==> config.mk <==
export PLATFORM = sky130hd
export DESIGN_NAME = rich_ram
export DESIGN_NICKNAME = d
export VERILOG_FILES = /design/src/hw/rtl/reprojection_inlier_check_top_macros.svh /design/src/hw/rtl/rich_ram.sv
export SDC_FILE = /design/constraint.sdc
export NUM_CORES = 1
export LEC_CHECK = 0
export BUFFER_PORTS_ARGS = -buffer_cell sky130_fd_sc_hd__buf_2
export CAP_MARGIN = 20
export CORE_MARGIN = 2
export CORE_UTILIZATION = 60
export CTS_BUF_LIST = sky130_fd_sc_hd__clkbuf_2 sky130_fd_sc_hd__clkbuf_4 sky130_fd_sc_hd__clkbuf_8
export CTS_CLUSTER_DIAMETER = 100
export DETAILED_ROUTE_END_ITERATION = 10
export PLACE_DENSITY = 0.86
export SYNTH_ARGS = -nofsm -noshare
export SYNTH_HDL_FRONTEND = slang
export SYNTH_SLANG_ARGS = --single-unit
==> constraint.sdc <==
create_clock -name clk -period 6.2 [get_ports clk]
set_clock_uncertainty 0.15 [all_clocks]
set_input_delay 0 -clock clk [delete_from_list [all_inputs] [get_ports clk]]
set_output_delay 0 -clock clk [all_outputs]
set_load 0.05 [all_outputs]
==> src/hw/rtl/reprojection_inlier_check_top_macros.svh <==
// Assertion macros used by the top RTL file of the inlier check block.
`ifndef REPROJECTION_INLIER_CHECK_TOP_MACROS_SVH
`define REPROJECTION_INLIER_CHECK_TOP_MACROS_SVH

// Clocked assertion that is switched off while reset is held.
`define RICH_ASSERT(label, prop, msg) \
  label: assert property (@(posedge clk) disable iff (!rst_n) (prop)) else $error(msg);

// Clocked assertion that also holds during reset.
`define RICH_ASSERT_ALWAYS(label, prop, msg) \
  label: assert property (@(posedge clk) (prop)) else $error(msg);

`endif

==> src/hw/rtl/rich_ram.sv <==
//------------------------------------------------------------------------------
// rich_ram
// Generic single write port, single read port RAM with registered read data.
//------------------------------------------------------------------------------
`timescale 1ns / 1ps
`default_nettype none

module rich_ram #(
  parameter int WIDTH = 32,
  parameter int DEPTH = 44
) (
  input  wire logic                     clk,
  input  wire logic                     we,
  input  wire logic [$clog2(DEPTH)-1:0] waddr,
  input  wire logic [WIDTH-1:0]         wdata,
  input  wire logic [$clog2(DEPTH)-1:0] raddr,
  output logic      [WIDTH-1:0]         rdata_r
);

  logic [WIDTH-1:0] mem_r [DEPTH];

  always_ff @(posedge clk) begin
    if (we) begin
      mem_r[waddr] <= wdata;
    end
    rdata_r <= mem_r[raddr];
  end

endmodule

`default_nettype wire

# Word-level counts from Yosys, hierarchy flattened
# Memory sizes are Yosys's and may differ from the RTL's. A register that Yosys moved wholly into a read port is not among the register bits.
# Index checks and enable logic that the tools add are counted.
# word_totals
register_bits,0
ram_bits,1408
word_cells,3
n_memories,1
# memory_table
memory,depth,word_bits,rd,rd_clocked_by_memory_dff,wr,line,text
mem_r,44,32,1,1,1,rich_ram.sv:20,logic [WIDTH-1:0] mem_r [DEPTH];
# classes
mux,2
# op_table
op,count
2-to-1 mux 1 bit,2

# Longest topological paths before layout
# logic_depth
depth_word,2
ltp_mapped,8

# Least setup slack after synthesis
# OpenSTA, ideal clock, no wires.
# synth_timing
path_type,input port to flip-flop
start,in waddr[1]
end,"mem mem_r[21][0], enable pin"
t_arrival_ns,3.293
t_required_ns,5.548
path_slack_ns,2.255
path_stages,2
path_cell_list,nand2b_1 > nor4_1
# synth_rtl
element,line,text
start: declaration,rich_ram.sv:14,"input wire logic [$clog2(DEPTH)-1:0] waddr,"
end: declaration,rich_ram.sv:20,
# No word-level cell before the write port.

==> summary.txt <==
Run status
  – Status: complete, no violations

STA
  – Final slew viol count: 0
  – Final hold violations: 0
  – Slew HR: 16.9%
  – RSZ-0062 raised after global routing: no
  – Minimum clock period: 3720 ps
  – Worst slew pin tran: 1250 ps
  – Crit share post-route: around three fifths
  – Max Fclk: approximately 270 MHz
  – Setup Total Neg Slack: 0 ps
  – Setup violators final: 0

Synth
  – Cells after synthesis: between 2000 and 3000
  – Synth warn: 0
  – Synth top area cells: edfxtp_1 77%, mux4_2 12%, mux2i_1 2.3%, dfxtp_1 1.2%, a22oi_1 0.88%
  – Asr flop ratio synth: 0%
  – Top cell type by total area after synthesis: edfxtp_1
  – Synth Net Count: 2546
  – Netlist Area Pre-Place: about 55000 um^2
  – Synth cell types: 33
  – Post-synth top flop: edfxtp_1
  – Post-synth EDFFs: 1408
  – Average size of a mapped cell: ~22 um^2
  – FF+latch count, synth: 1440
  – Post-synth top area share: around 77%
  – Sequential area share after synthesis: 78.7%

Drt
  – Vias/cell: approximately 6.9
  – Final wirelength: 139000 um
  – Final antenna-violating net count: 0
  – DR iter-0 viols: 4595
  – DR pass1 iterations: 7
  – Total number of vias: about 28000
  – DRC Markers: 0
  – Post-DR wirelength/cell: 33.7 um

Critical path
  – WP data arrival: between 4000 and 5000 ps
  – Critical Setup Path Class: input port to register
  – Worst Reg-to-Reg Cells: 7
  – Startpoint types: input port
  – Setup crit end kind: register
  – WP data required: between 6000 and 7000 ps
  – Crit Path Max Fanout: between 60 and 70

Cells and area
  – Post-Layout Cell Count: 4115
  – Final Net Count: 2810
  – Commonest non-fill, non-tap cell in the layout: edfxtp_1
  – Filler Cell Count: 5078
  – Design area: between 60000 and 70000 um^2
  – Share of layout cells above drive strength 1: 29.1%
  – Fin util: 68.4%
  – Area grow syn2layout: 12.8%
  – Commonest non-fill, non-tap cells in the layout: 1408 x edfxtp_1, 288 x mux4_2, 221 x clkbuf_8

Global route
  – First-pass GRT wire length: 198000 um
  – Number of global-route vias before repair: 29000
  – Initial antenna violation count: 11
  – Total gr overflow: 0
  – Gr usage total: between 30% and 40%
  – Largest net degree at the start of global routing: around 130

Clock network
  – CTS Buffer Depth: 3
  – # resized after CTS: 0
  – Clk root buf: clkbuf_8
  – Clk_lat worst skew: 880 ps
  – Clock transition at the registers of the reported paths: 80 ps
  – CTS sink count: between 1000 and 1500
  – Inserted Clock Buffers: ~210
  – CTS tree: done
  – CTS H-tree depth: 4

Job
  – Max-cap check violation count: 0

Die
  – Die Y-Extent: 306 um
  – Die area: around 93000 um^2
  – Row cnt: 110
  – Core area: 90000 um^2
  – Die X: between 300 and 400 um
  – I/O pin cnt: 78
  – Initial core utilization: 60.6%

Power and ir drop
  – VDD IR max: 235 uV
  – Leakage power: around 20 nW
  – Final Power: approximately 20 mW
  – Pwr dens: 318 nW/um^2

Placed design
  – Post-DP HPWL: 71700 um
  – Placement Cell Area: between 50000 and 60000 um^2
  – DP Cell Count: approximately 3700
  – GPL Wtd Cong: 0.843
  – IO buf count: 77

Worst hold path
  – Hold Path Class: input port to register
  – Hold Crit Depth: 2
==> logic make-up after synthesis <==
group / share of synthesized area, %
and+or+nand+nor: 1.14
DFF: 78.7
muxes: 15.6
buffers and inverters: 1.27
AOI/OAI and AO/OA: 3.38
==> repair_timing <==
action                     CTS  global route
hold buffers                53             0
hold endpoints to repair  1889             0
buffers inserted             0             0
==> critical path, cell delays in order <==
cell           delay [ps]
dlygate4sd3_1         560
buf_8                 530
buf_4                 840
mux4_2                600
mux2i_1               140
o21ai_0                80
dlygate4sd3_1         610
a21oi_1               140
o21ai_1                80
dlygate4sd3_1         590
==> cell type report <==
cell class	instances	area, um^2	share of cell area (%)
well taps	1176	1470	2.39
repair buffers	199	1510	2.45
flip-flops and latches	1440	42900	69.8
inverters	1	3.75	0.00610
clock buffers	301	3640	5.92
clock inverters	80	659	1.07
diodes	3	7.51	0.0122
multi-input cells	915	11300	18.4
==> registers in the layout (all words and copies together) (netlist names) <==
name and count:
mem_r 1408, rdata_r 32
==> per-stage QoR <==
stage	setup WS, ps	hold WS [ps]
2_1_floorplan	2260	-51.1
3_3_place_gp	3010	325
3_5_place_dp	2870	319
4_1_cts	2530	33.5
5_1_grt	2250	114
6_report	2480	112
==> where the power goes <==
part	total (mW)	internal, mW	leakage (nW)	switching, mW
Combinational	1.04	0.353	4.46	0.684
Sequential	10.8	10.8	12.9	0.0532
Clock	7.73	4.16	2.27	3.56
Total	19.6	15.3	19.7	4.30
==> cell usage after synthesis (32+ instances only) <==
library cell  number
mux4_2           288
a221oi_1          32
o22ai_1           32
mux2i_1          128
a22oi_1           64
clkbuf_1          74
edfxtp_1        1408
mux2_1            39
nand2_1           62
a21oi_1           74
dfxtp_1           32
buf_2             36
nor2_1            54
==> worst paths after layout <==
| check | startpoint | endpoint | slack (ps) |
|---|---|---|---|
| worst max-delay path | raddr[0] | rdata_r[14] | 2480 |
| worst min-delay path | wdata[11] | mem_r[12][11] | 110 |
| worst max register to register | mem_r[38][14] | rdata_r[14] | 3480 |
| worst min register to register | mem_r[42][25] | rdata_r[25] | 680 |
==> routing by layer <==
layer  wire length [um]  part of all wire, %  vias to the layer above  GRT usage (%)
li1                   -                    -                    11100              -
met1              46500                   34                    14400           40.3
met2              65900                   48                     2554           46.8
met3              20200                   15                      436           8.69
met4               6050                  4.4                        8           13.3
met5                 44                0.032                        -              0
No activity file was read; power rests on OpenSTA's default activity.
