--- src/hw/rtl/reprojection_inlier_check_top_macros.svh ---
// Assertion macros used by the top RTL file of the inlier check block.
`ifndef REPROJECTION_INLIER_CHECK_TOP_MACROS_SVH
`define REPROJECTION_INLIER_CHECK_TOP_MACROS_SVH

// Clocked assertion that is switched off while reset is held.
`define RICH_ASSERT(label, prop, msg) \
  label: assert property (@(posedge clk) disable iff (!rst_n) (prop)) else $error(msg);

// Clocked assertion that also holds during reset.
`define RICH_ASSERT_ALWAYS(label, prop, msg) \
  label: assert property (@(posedge clk) (prop)) else $error(msg);

`endif

--- src/hw/rtl/rich_pkg.sv ---
//------------------------------------------------------------------------------
// rich_pkg
// Types, constants and microcode tables of the reprojection inlier check.
//------------------------------------------------------------------------------
`timescale 1ns / 1ps
`default_nettype none

package rich_pkg;

  localparam int STORE_WORDS = 44;
  localparam int NUM_REGS    = 22;

  localparam logic [4:0] R_P1X  = 5'd0;
  localparam logic [4:0] R_P2X  = 5'd3;
  localparam logic [4:0] R_AX   = 5'd6;
  localparam logic [4:0] R_BX   = 5'd9;
  localparam logic [4:0] R_QX   = 5'd12;
  localparam logic [4:0] R_QY   = 5'd13;
  localparam logic [4:0] R_O1U  = 5'd14;
  localparam logic [4:0] R_O2U  = 5'd16;
  localparam logic [4:0] R_X21U = 5'd18;
  localparam logic [4:0] R_X12U = 5'd20;

  localparam logic [5:0] K1_BASE  = 6'd24;
  localparam logic [5:0] K2_BASE  = 6'd28;
  localparam logic [5:0] FWD_BASE = 6'd0;
  localparam logic [5:0] INV_BASE = 6'd12;
  localparam logic [5:0] RIG_ROT  = 6'd32;
  localparam logic [5:0] RIG_TRN  = 6'd41;

  typedef enum logic [1:0] {
    ACT_LOAD  = 2'd0,
    ACT_TEST  = 2'd1,
    ACT_FINAL = 2'd2,
    ACT_NONE  = 2'd3
  } act_t;

  typedef enum logic [3:0] {
    OP_ACCT, OP_MAC, OP_SAT, OP_DEN, OP_DIV, OP_CLR,
    OP_LDH, OP_SUB, OP_SQ, OP_CMP, OP_CPY
  } op_e_t;

  typedef enum logic [2:0] {
    TK_PROJ, TK_APPLY, TK_COPY, TK_ERR, TK_END
  } kind_t;

  typedef enum logic [1:0] {
    COND_ALWAYS, COND_FLAG0, COND_FLAG1
  } cond_t;

  typedef struct packed {
    op_e_t      opc;
    logic [5:0] coef;
    logic [4:0] src;
    logic [4:0] dst;
    logic       last;
  } op_t;

  typedef struct packed {
    kind_t      kind;
    logic [4:0] src;
    logic [4:0] dst;
    logic [5:0] cbase;
    logic       rig;
    cond_t      cond;
  } task_t;

  function automatic logic [31:0] sat32(input logic signed [63:0] v);
    logic [31:0] r;
    if (v > 64'sh000000007FFFFFFF) begin
      r = 32'h7FFFFFFF;
    end else if (v < -64'sh0000000080000000) begin
      r = 32'h80000000;
    end else begin
      r = v[31:0];
    end
    return r;
  endfunction

  function automatic task_t task_rom(input logic [3:0] idx);
    task_t t;
    t = '{TK_END, 5'd0, 5'd0, 6'd0, 1'b0, COND_ALWAYS};
    unique case (idx)
      4'd0:  t = '{TK_PROJ,  R_P1X,  R_O1U,  K1_BASE,  1'b0, COND_ALWAYS};
      4'd1:  t = '{TK_PROJ,  R_P2X,  R_O2U,  K2_BASE,  1'b0, COND_ALWAYS};
      4'd2:  t = '{TK_APPLY, R_P2X,  R_AX,   FWD_BASE, 1'b0, COND_ALWAYS};
      4'd3:  t = '{TK_APPLY, R_AX,   R_BX,   RIG_ROT,  1'b1, COND_FLAG1};
      4'd4:  t = '{TK_COPY,  R_BX,   R_AX,   6'd0,     1'b0, COND_FLAG1};
      4'd5:  t = '{TK_PROJ,  R_AX,   R_X21U, K1_BASE,  1'b0, COND_ALWAYS};
      4'd6:  t = '{TK_APPLY, R_P1X,  R_AX,   INV_BASE, 1'b0, COND_ALWAYS};
      4'd7:  t = '{TK_APPLY, R_AX,   R_BX,   RIG_ROT,  1'b1, COND_FLAG0};
      4'd8:  t = '{TK_COPY,  R_BX,   R_AX,   6'd0,     1'b0, COND_FLAG0};
      4'd9:  t = '{TK_PROJ,  R_AX,   R_X12U, K2_BASE,  1'b0, COND_ALWAYS};
      4'd10: t = '{TK_ERR,   R_O1U,  R_X21U, 6'd0,     1'b0, COND_ALWAYS};
      4'd11: t = '{TK_ERR,   R_X12U, R_O2U,  6'd1,     1'b0, COND_ALWAYS};
      default: t = '{TK_END, 5'd0, 5'd0, 6'd0, 1'b0, COND_ALWAYS};
    endcase
    return t;
  endfunction

  function automatic op_t op_dec(input task_t t, input logic [1:0] row, input logic [3:0] k);
    op_t        o;
    logic [5:0] r6;
    logic [4:0] r5;
    logic [5:0] km1;
    r6  = {4'd0, row};
    r5  = {3'd0, row};
    km1 = {2'd0, k} - 6'd1;
    o   = '{OP_CLR, 6'd0, 5'd0, 5'd0, 1'b1};
    case (t.kind)
      TK_PROJ: begin
        case (k)
          4'd0: o = '{OP_DEN,  6'd0, t.src + 5'd2, 5'd0, 1'b0};
          4'd1: o = '{OP_DIV,  6'd0, t.src, R_QX, 1'b0};
          4'd2: o = '{OP_DIV,  6'd0, t.src + 5'd1, R_QY, 1'b0};
          4'd3: o = '{OP_ACCT, t.cbase + 6'd2, 5'd0, 5'd0, 1'b0};
          4'd4: o = '{OP_MAC,  t.cbase, R_QX, 5'd0, 1'b0};
          4'd5: o = '{OP_SAT,  6'd0, 5'd0, t.dst, 1'b0};
          4'd6: o = '{OP_ACCT, t.cbase + 6'd3, 5'd0, 5'd0, 1'b0};
          4'd7: o = '{OP_MAC,  t.cbase + 6'd1, R_QY, 5'd0, 1'b0};
          default: o = '{OP_SAT, 6'd0, 5'd0, t.dst + 5'd1, 1'b1};
        endcase
      end
      TK_APPLY: begin
        case (k)
          4'd0: o = '{OP_ACCT, t.rig ? (RIG_TRN + r6) : (t.cbase + {r6[3:0], 2'b00} + 6'd3),
                      5'd0, 5'd0, 1'b0};
          4'd1, 4'd2, 4'd3:
            o = '{OP_MAC, t.rig ? (t.cbase + {r6[4:0], 1'b0} + r6 + km1)
                                : (t.cbase + {r6[3:0], 2'b00} + km1),
                  t.src + km1[4:0], 5'd0, 1'b0};
          default: o = '{OP_SAT, 6'd0, 5'd0, t.dst + r5, 1'b1};
        endcase
      end
      TK_COPY: o = '{OP_CPY, 6'd0, t.src + r5, t.dst + r5, 1'b1};
      TK_ERR: begin
        case (k)
          4'd0: o = '{OP_CLR, 6'd0, 5'd0, 5'd0, 1'b0};
          4'd1: o = '{OP_LDH, 6'd0, t.src, 5'd0, 1'b0};
          4'd2: o = '{OP_SUB, 6'd0, t.dst, 5'd0, 1'b0};
          4'd3: o = '{OP_SQ,  6'd0, 5'd0, 5'd0, 1'b0};
          4'd4: o = '{OP_LDH, 6'd0, t.src + 5'd1, 5'd0, 1'b0};
          4'd5: o = '{OP_SUB, 6'd0, t.dst + 5'd1, 5'd0, 1'b0};
          4'd6: o = '{OP_SQ,  6'd0, 5'd0, 5'd0, 1'b0};
          default: o = '{OP_CMP, 6'd0, 5'd0, {4'd0, t.cbase[0]}, 1'b1};
        endcase
      end
      default: o = '{OP_CLR, 6'd0, 5'd0, 5'd0, 1'b1};
    endcase
    return o;
  endfunction

endpackage

`default_nettype wire

--- src/hw/rtl/rich_div.sv ---
//------------------------------------------------------------------------------
// rich_div
// Radix-2 restoring divider for depth quotients x * 2^FRAC_BITS / z,
// truncated toward zero and saturated to signed 32 bits.
//------------------------------------------------------------------------------
`timescale 1ns / 1ps
`default_nettype none

module rich_div
  import rich_pkg::*;
#(
  parameter int FRAC_BITS = 16
) (
  input  wire logic        clk,
  input  wire logic        rst_n,
  input  wire logic        start,
  input  wire logic [31:0] num,
  input  wire logic [31:0] den,
  output logic             done_r,
  output logic [31:0]      quo
);

  localparam int N  = 32 + FRAC_BITS;
  localparam int CW = $clog2(N + 1);

  logic          busy_r;
  logic [CW-1:0] cnt_r;
  logic [N-1:0]  dvd_r;
  logic [32:0]   rem_r;
  logic [31:0]   dmag_r;
  logic          neg_r;
  logic [32:0]   trial;
  logic          qbit;
  logic [31:0]   nmag;
  logic [31:0]   dmag;

  assign nmag  = num[31] ? (32'd0 - num) : num;
  assign dmag  = den[31] ? (32'd0 - den) : den;
  assign trial = {rem_r[31:0], dvd_r[N-1]};
  assign qbit  = (trial >= {1'b0, dmag_r});

  always_ff @(posedge clk) begin
    if (!rst_n) begin
      busy_r <= 1'b0;
      done_r <= 1'b0;
      cnt_r  <= '0;
    end else begin
      done_r <= !start && busy_r && (cnt_r == CW'(1));
      if (start) begin
        busy_r <= 1'b1;
        cnt_r  <= CW'(N);
        dvd_r  <= {nmag, {FRAC_BITS{1'b0}}};
        rem_r  <= '0;
        dmag_r <= dmag;
        neg_r  <= num[31] ^ den[31];
      end else if (busy_r) begin
        rem_r <= qbit ? (trial - {1'b0, dmag_r}) : trial;
        dvd_r <= {dvd_r[N-2:0], qbit};
        cnt_r <= cnt_r - CW'(1);
        if (cnt_r == CW'(1)) begin
          busy_r <= 1'b0;
        end
      end
    end
  end

  always_comb begin
    if (neg_r) begin
      if (dvd_r > N'(33'h080000000)) begin
        quo = 32'h80000000;
      end else begin
        quo = 32'd0 - dvd_r[31:0];
      end
    end else if (dvd_r[N-1:31] != '0) begin
      quo = 32'h7FFFFFFF;
    end else begin
      quo = dvd_r[31:0];
    end
  end

endmodule

`default_nettype wire

--- config.mk ---
export PLATFORM = sky130hd
export DESIGN_NAME = rich_div
export DESIGN_NICKNAME = d
export VERILOG_FILES = /design/src/hw/rtl/reprojection_inlier_check_top_macros.svh /design/src/hw/rtl/rich_pkg.sv /design/src/hw/rtl/rich_div.sv
export SDC_FILE = /design/constraint.sdc
export NUM_CORES = 1
export LEC_CHECK = 0
export ABC_AREA = 1
export BUFFER_PORTS_ARGS = -buffer_cell sky130_fd_sc_hd__buf_2
export CAP_MARGIN = 5
export CORE_MARGIN = 5
export CORE_UTILIZATION = 61
export DETAILED_ROUTE_END_ITERATION = 6
export PLACE_DENSITY = 0.93
export SLEW_MARGIN = 20
export SYNTH_ARGS = -nofsm -noshare
export SYNTH_HDL_FRONTEND = slang
export SYNTH_SLANG_ARGS = --single-unit
--- constraint.sdc ---
create_clock -name clk -period 3.5 [get_ports clk]
set_input_delay 0.35 -clock clk [delete_from_list [all_inputs] [get_ports clk]]
set_output_delay 0.35 -clock clk [all_outputs]
set_load 0.02 [all_outputs]
; ---- After elaboration in Yosys (flattened, before gate mapping)
; Cells that the tools add are included.
[word_totals]
mem_count = 0
wordCells = 42
romBits = 0
latchBits = 0
input_bits = 67
output_inout_bits = 33
ram_bits = 0
reg_bits = 121
[op_classes]
n_eq_ne = 1
div = 0
reduce_logical = 8
muxes = 14
add_sub_neg = 5
mul = 0
bitwise = 2
n_shift = 0
order_cmp = 2
[op_table]
columns = cell, n
row1 = 32-bit two-way mux, 6
row2 = 48-bit two-way mux, 2
row3 = "1-bit by 32-bit subtractor with 32-bit output, first input constant", 3
row4 = "48-bit by 32-bit greater-than comparator with 1-bit output, second input constant", 1
row5 = 33-bit by 32-bit greater-or-equal comparator with 1-bit output, 1
row6 = 32-bit subtractor, 1
row7 = 31-bit two-way mux, 1
row8 = 17-bit nonzero test, 1
row9 = 6-bit two-way mux, 2
row10 = "6-bit by 1-bit == test with 1-bit output, second input constant", 1
row11 = "6-bit by 1-bit subtractor with 6-bit output, second input constant", 1
row12 = 2-bit AND reduction, 2
row13 = 1-bit two-way mux, 3
row14 = 1-bit logical AND, 2
row15 = 2-bit nonzero test, 1
row16 = 2-bit OR reduction, 1
row17 = 1-bit logical NOT, 1
row18 = 1-bit NOT, 1
row19 = 1-bit XOR, 1

; ---- Logic depth before layout (Yosys ltp)
[depth]
word_depth = 4
depth_mapped = 16
depth_no_buf = 16

; ---- Worst setup path after synthesis
; Ideal clock, no wire load.
[synth_timing]
path_type = input to register
from = input start
to = register dvd_r[0], enable pin
t_arrival_ns = 2.694
setup_slack_ns = 0.366
setup_time_ns = 0.440
path_stages = 4
n_path_buf = 2
required_ns = 3.060
cell_sequence = clkbuf_1 -> clkbuf_1 -> nand2_1 -> nand2_1
[synth_via]
elab_chain_cells = 2
[synth_lines]
columns = item, line
row1 = from (decl), rich_div.sv:16  ; input wire logic start,
row2 = 2-bit nonzero test (no line), -
row3 = 2-bit AND reduction (no line), -
row4 = to (signal assigned), rich_div.sv:52  ; dvd_r <= {nmag, {FRAC_BITS{1'b0}}};
row5 = to (signal assigned), rich_div.sv:58  ; dvd_r <= {dvd_r[N-2:0], qbit};
row6 = to (decl), rich_div.sv:28  ; logic [N-1:0] dvd_r;
; Every way passes these cells.
; A chain may end at the register's enable or synchronous reset.

; ---- Final worst setup path
[layout_timing]
from = register dvd_r[47]
to = output quo[27]
[layout_via]
elab_chain_cells = 3
word_cells_on_any_way = 5
cone_classes = order compare (1) / mux (3) / reduce/logical (1)
[layout_lines]
columns = item, line
row1 = 48-bit by 32-bit greater-than comparator with 1-bit output or 17-bit nonzero test (tied branches), "rich_div.sv:69, rich_div.sv:74"
row2 = 32-bit two-way mux (on tied branches), "rich_div.sv:69, rich_div.sv:74"
row3 = 32-bit two-way mux (*), rich_div.sv:68  ; if (neg_r) begin
row4 = to (decl), rich_div.sv:20  ; output logic [31:0] quo
; Every way passes the cells marked *; elsewhere a longest branch is shown, timed or not.

==> flow_summary.yaml <==
outcome:
  status: "complete, but fails checks"
  violations: "DRC"
power_and_ir_drop:
  ir_drop_mv: 0.4102
  total_leakage_power_nw: 6.053
  power_density_nw_per_um2: 447.8
  total_power_mw: 5.391
sta:
  slew_violations: 0
  finalSetupViolations: 0
  tightest_slew_ns: 0.8895
  final-hold-violation-count: 0
  relSlewSlack_pct: 40.63
  setup_tns_ns: 0
  clock_skew_ns: 0.01429
  timing.final.crit_share_pct: 91.00
  fmax_mhz: 314.0
  timing.final.ws_setup_ns: 0.3149
  rsz0062_at_grt: "no"
  fin_crit_ns: 3.185
placed_design:
  portBuffers: 99
  dp_slack_ns: 0.8342
  place.detailed.hpwl_um: 23100
  gp_congestion: 1.029
floorplanning:
  start_util_pct: 62.45
  die_h_um: 143.3
  core_um2: 17360
  dieWidth_um: 143.3
  dieArea_um2: 20530
  core.rowCount: 48
  ios: 100
clock_network:
  cts.sinks: 121
  cts.clk_slew.worst_paths_ns: 0.06
  root_buffer: "clkbuf_16"
  numCtsBuffers: 17
  post_cts_resized: 0
  clockBufferDepth: 2
  cts_setup_buffers: 0
  cts_tree: "built"
  clock_latency_ns: 0.43
  hold_buffers: 0
  htree_num_levels: 4
setup_path:
  ff2ff_setup_slack_ns: 0.87
  cpPeakStageDelay_ns: 0.42
  crit_top_cell: "nor2_1"
  path_class: "reg2out"
  endpoint_kind: "output pin"
  reg2reg_depth: 14
  cp.arrival_ns: 2.84
  cp_max_fo: 31
  r2r-end: "rem_r[15]"
  worstReg2RegStart: "dmag_r[8]"
  crit_chain: "nor2_1, nand2_1, nor2_1, nand2_1, nor2_1, inv_1, nand2_4, nand2_4, o21ai_1, buf_2"
  startpoint_type: "flip-flop"
  required_ns: 3.15
  slowest_stage: "edfxtp_1"
routing:
  drc_errors: 1
  wire_per_inst_um: 15.86
  viasPerCell: 5.595
  vias: 10850
  drt-pass1-iter-count: 7
  drt_iter0_drc: 1148
  drt-total-wl_um: 30760
  postRouteAntennaNets: 0
logic_synthesis:
  synth_most_common_cell: "nand2_1"
  synth-seq-cells: 121
  synth_top_cell_area_share_pct: 31.31
  syn_nets: 1718
  seq_area_frac_synth_pct: 32.78
  synth_cells: 1613
  synthesis.area_um2: 10840
  ys.flop_type: "edfxtp_1"
  synth_area_per_cell_um2: 6.720
  async_flop_share_pct: 0
  synth_warnings: 0
  synthTopCellsByCount: "456 x nand2_1, 281 x inv_1, 231 x nor2_1"
  synthTopCellsByArea: "edfxtp_1 31%, nand2_1 16%, inv_1 9.7%"
  synth_cell_types: 43
  synth_edf_count: 113
  yosys.area.top_type: "edfxtp_1"
grt:
  grt_max_degree: 54
  grt_pass1_wl_um: 50250
  grt_usage_pct: 30.46
  grt-ovfl-total: 0
  grt_pass1_vias: 10450
  antenna_found_initial: 1
hold_path:
  worstHoldEndpoint: "dmag_r[0]"
  whs_path_depth: 1
  min_from: "den[0]"
  hp-class: "in2reg"
finish:
  final_nets: 1806
  drive_above_1_share_pct: 12.89
  antennaDiodeCount: 0
  fill_cells: 1369
  syn2layout_area_growth_pct: 11.06
flow_run:
  drv_cap: 0
[critical path, delay by kind of cell (launching register included)]
kind	cells	cell delay [ns]
buf+inv	2	0.59
simple gates	7	1.11
compound gates	1	0.27
flops	1	0.42
[cells by family after synthesis]
group / Yosys count / synth area share [%]
AOI/OAI and AO/OA: 133 / 6.995
and+or+nand+nor: 910 / 36.88
buffers and inverters: 324 / 11.85
xor gates and xnor gates: 87 / 7.030
DFF: 121 / 32.78
adders and majority gates: 38 / 4.456
[placed cells by master (no fill, tap or decap), types with 3 or more instances in the layout]
master and instances:
inv_2 7, edfxtp_1 113, nand2_4 4, nor2_2 14
nand2_2 12, a21oi_1 22, dfxtp_1 8, nand3_2 20
nand3_1 96, nand4_1 31, o31ai_1 3, ha_1 37
xor2_1 71, or2_2 4, and2_1 6, nand3b_1 6
inv_6 7, buf_4 4, clkinv_4 3, nand2_1 455
nor2_1 231, buf_2 99, nor3_1 18, nor3b_1 3
o211ai_1 3, nor3_2 3, inv_1 281, a31oi_1 7
xnor2_1 16, o21ai_0 76, clkbuf_16 17, o21ai_2 17
o21ai_1 3
[through the flow]
stage / hold slack (ns) / instance area [um2] / util [%] / instances
after global placement: 0.4724 / 11470 / 66.10 / 1907
after detailed placement: 0.4840 / 11470 / 66.10 / 1907
after global routing: 0.1551 / 12040 / 69.36 / 1939
after floorplan: 0.4489 / 10840 / - / 1613
final: 0.1536 / 12040 / 69.36 / 1939
after CTS: 0.1446 / 12040 / 69.36 / 1939
[sequential cells by signal (all words and copies together), names as in the netlist]
name / count
done_r: 1
rem_r: 32
dmag_r: 32
neg_r: 1
dvd_r: 48
cnt_r: 6
busy_r: 1
[final cells by class]
type / instances / area, um2 / area share (%)
repair buffers: 104 / 545.5 / 4.532
multi-input cells: 1168 / 6008 / 49.91
clock inverters: 15 / 138.9 / 1.154
well taps: 225 / 281.5 / 2.339
flip-flops and latches: 121 / 3553 / 29.52
clock buffers: 17 / 425.4 / 3.534
inverters: 289 / 1085 / 9.012
[power breakdown]
group	total, mW	switching (mW)	internal, mW
Clock	1.72	0.731	0.988
Sequential	1.88	0.0996	1.78
Combinational	1.79	1.21	0.576
Total	5.39	2.04	3.35
[worst max-delay path by stage]
stage / from / to / slack [ns] / cells after the start
3_3_place_gp: dvd_r[47] / quo[27] / 0.89 / 10
6_report: dvd_r[47] / quo[27] / 0.31 / 10
5_1_grt: dvd_r[39] / quo[6] / 0.05 / 10
4_1_cts: dvd_r[47] / quo[27] / 0.31 / 10
3_5_place_dp: dvd_r[47] / quo[27] / 0.83 / 10
2_1_floorplan: start / dvd_r[0] / 0.37 / 4
[routing by layer]
| layer | track usage (%) | vias to the layer above | share of wire [%] |
|---|---|---|---|
| met4 | 11.50 | 2 | 3.2 |
| li1 | - | 5250 | - |
| met3 | 6.256 | 99 | 8.9 |
| met2 | 47.92 | 550 | 46 |
| met1 | 41.75 | 4947 | 42 |
| met5 | 0 | - | 0.039 |
No activity file was read; power rests on OpenSTA's default activity.
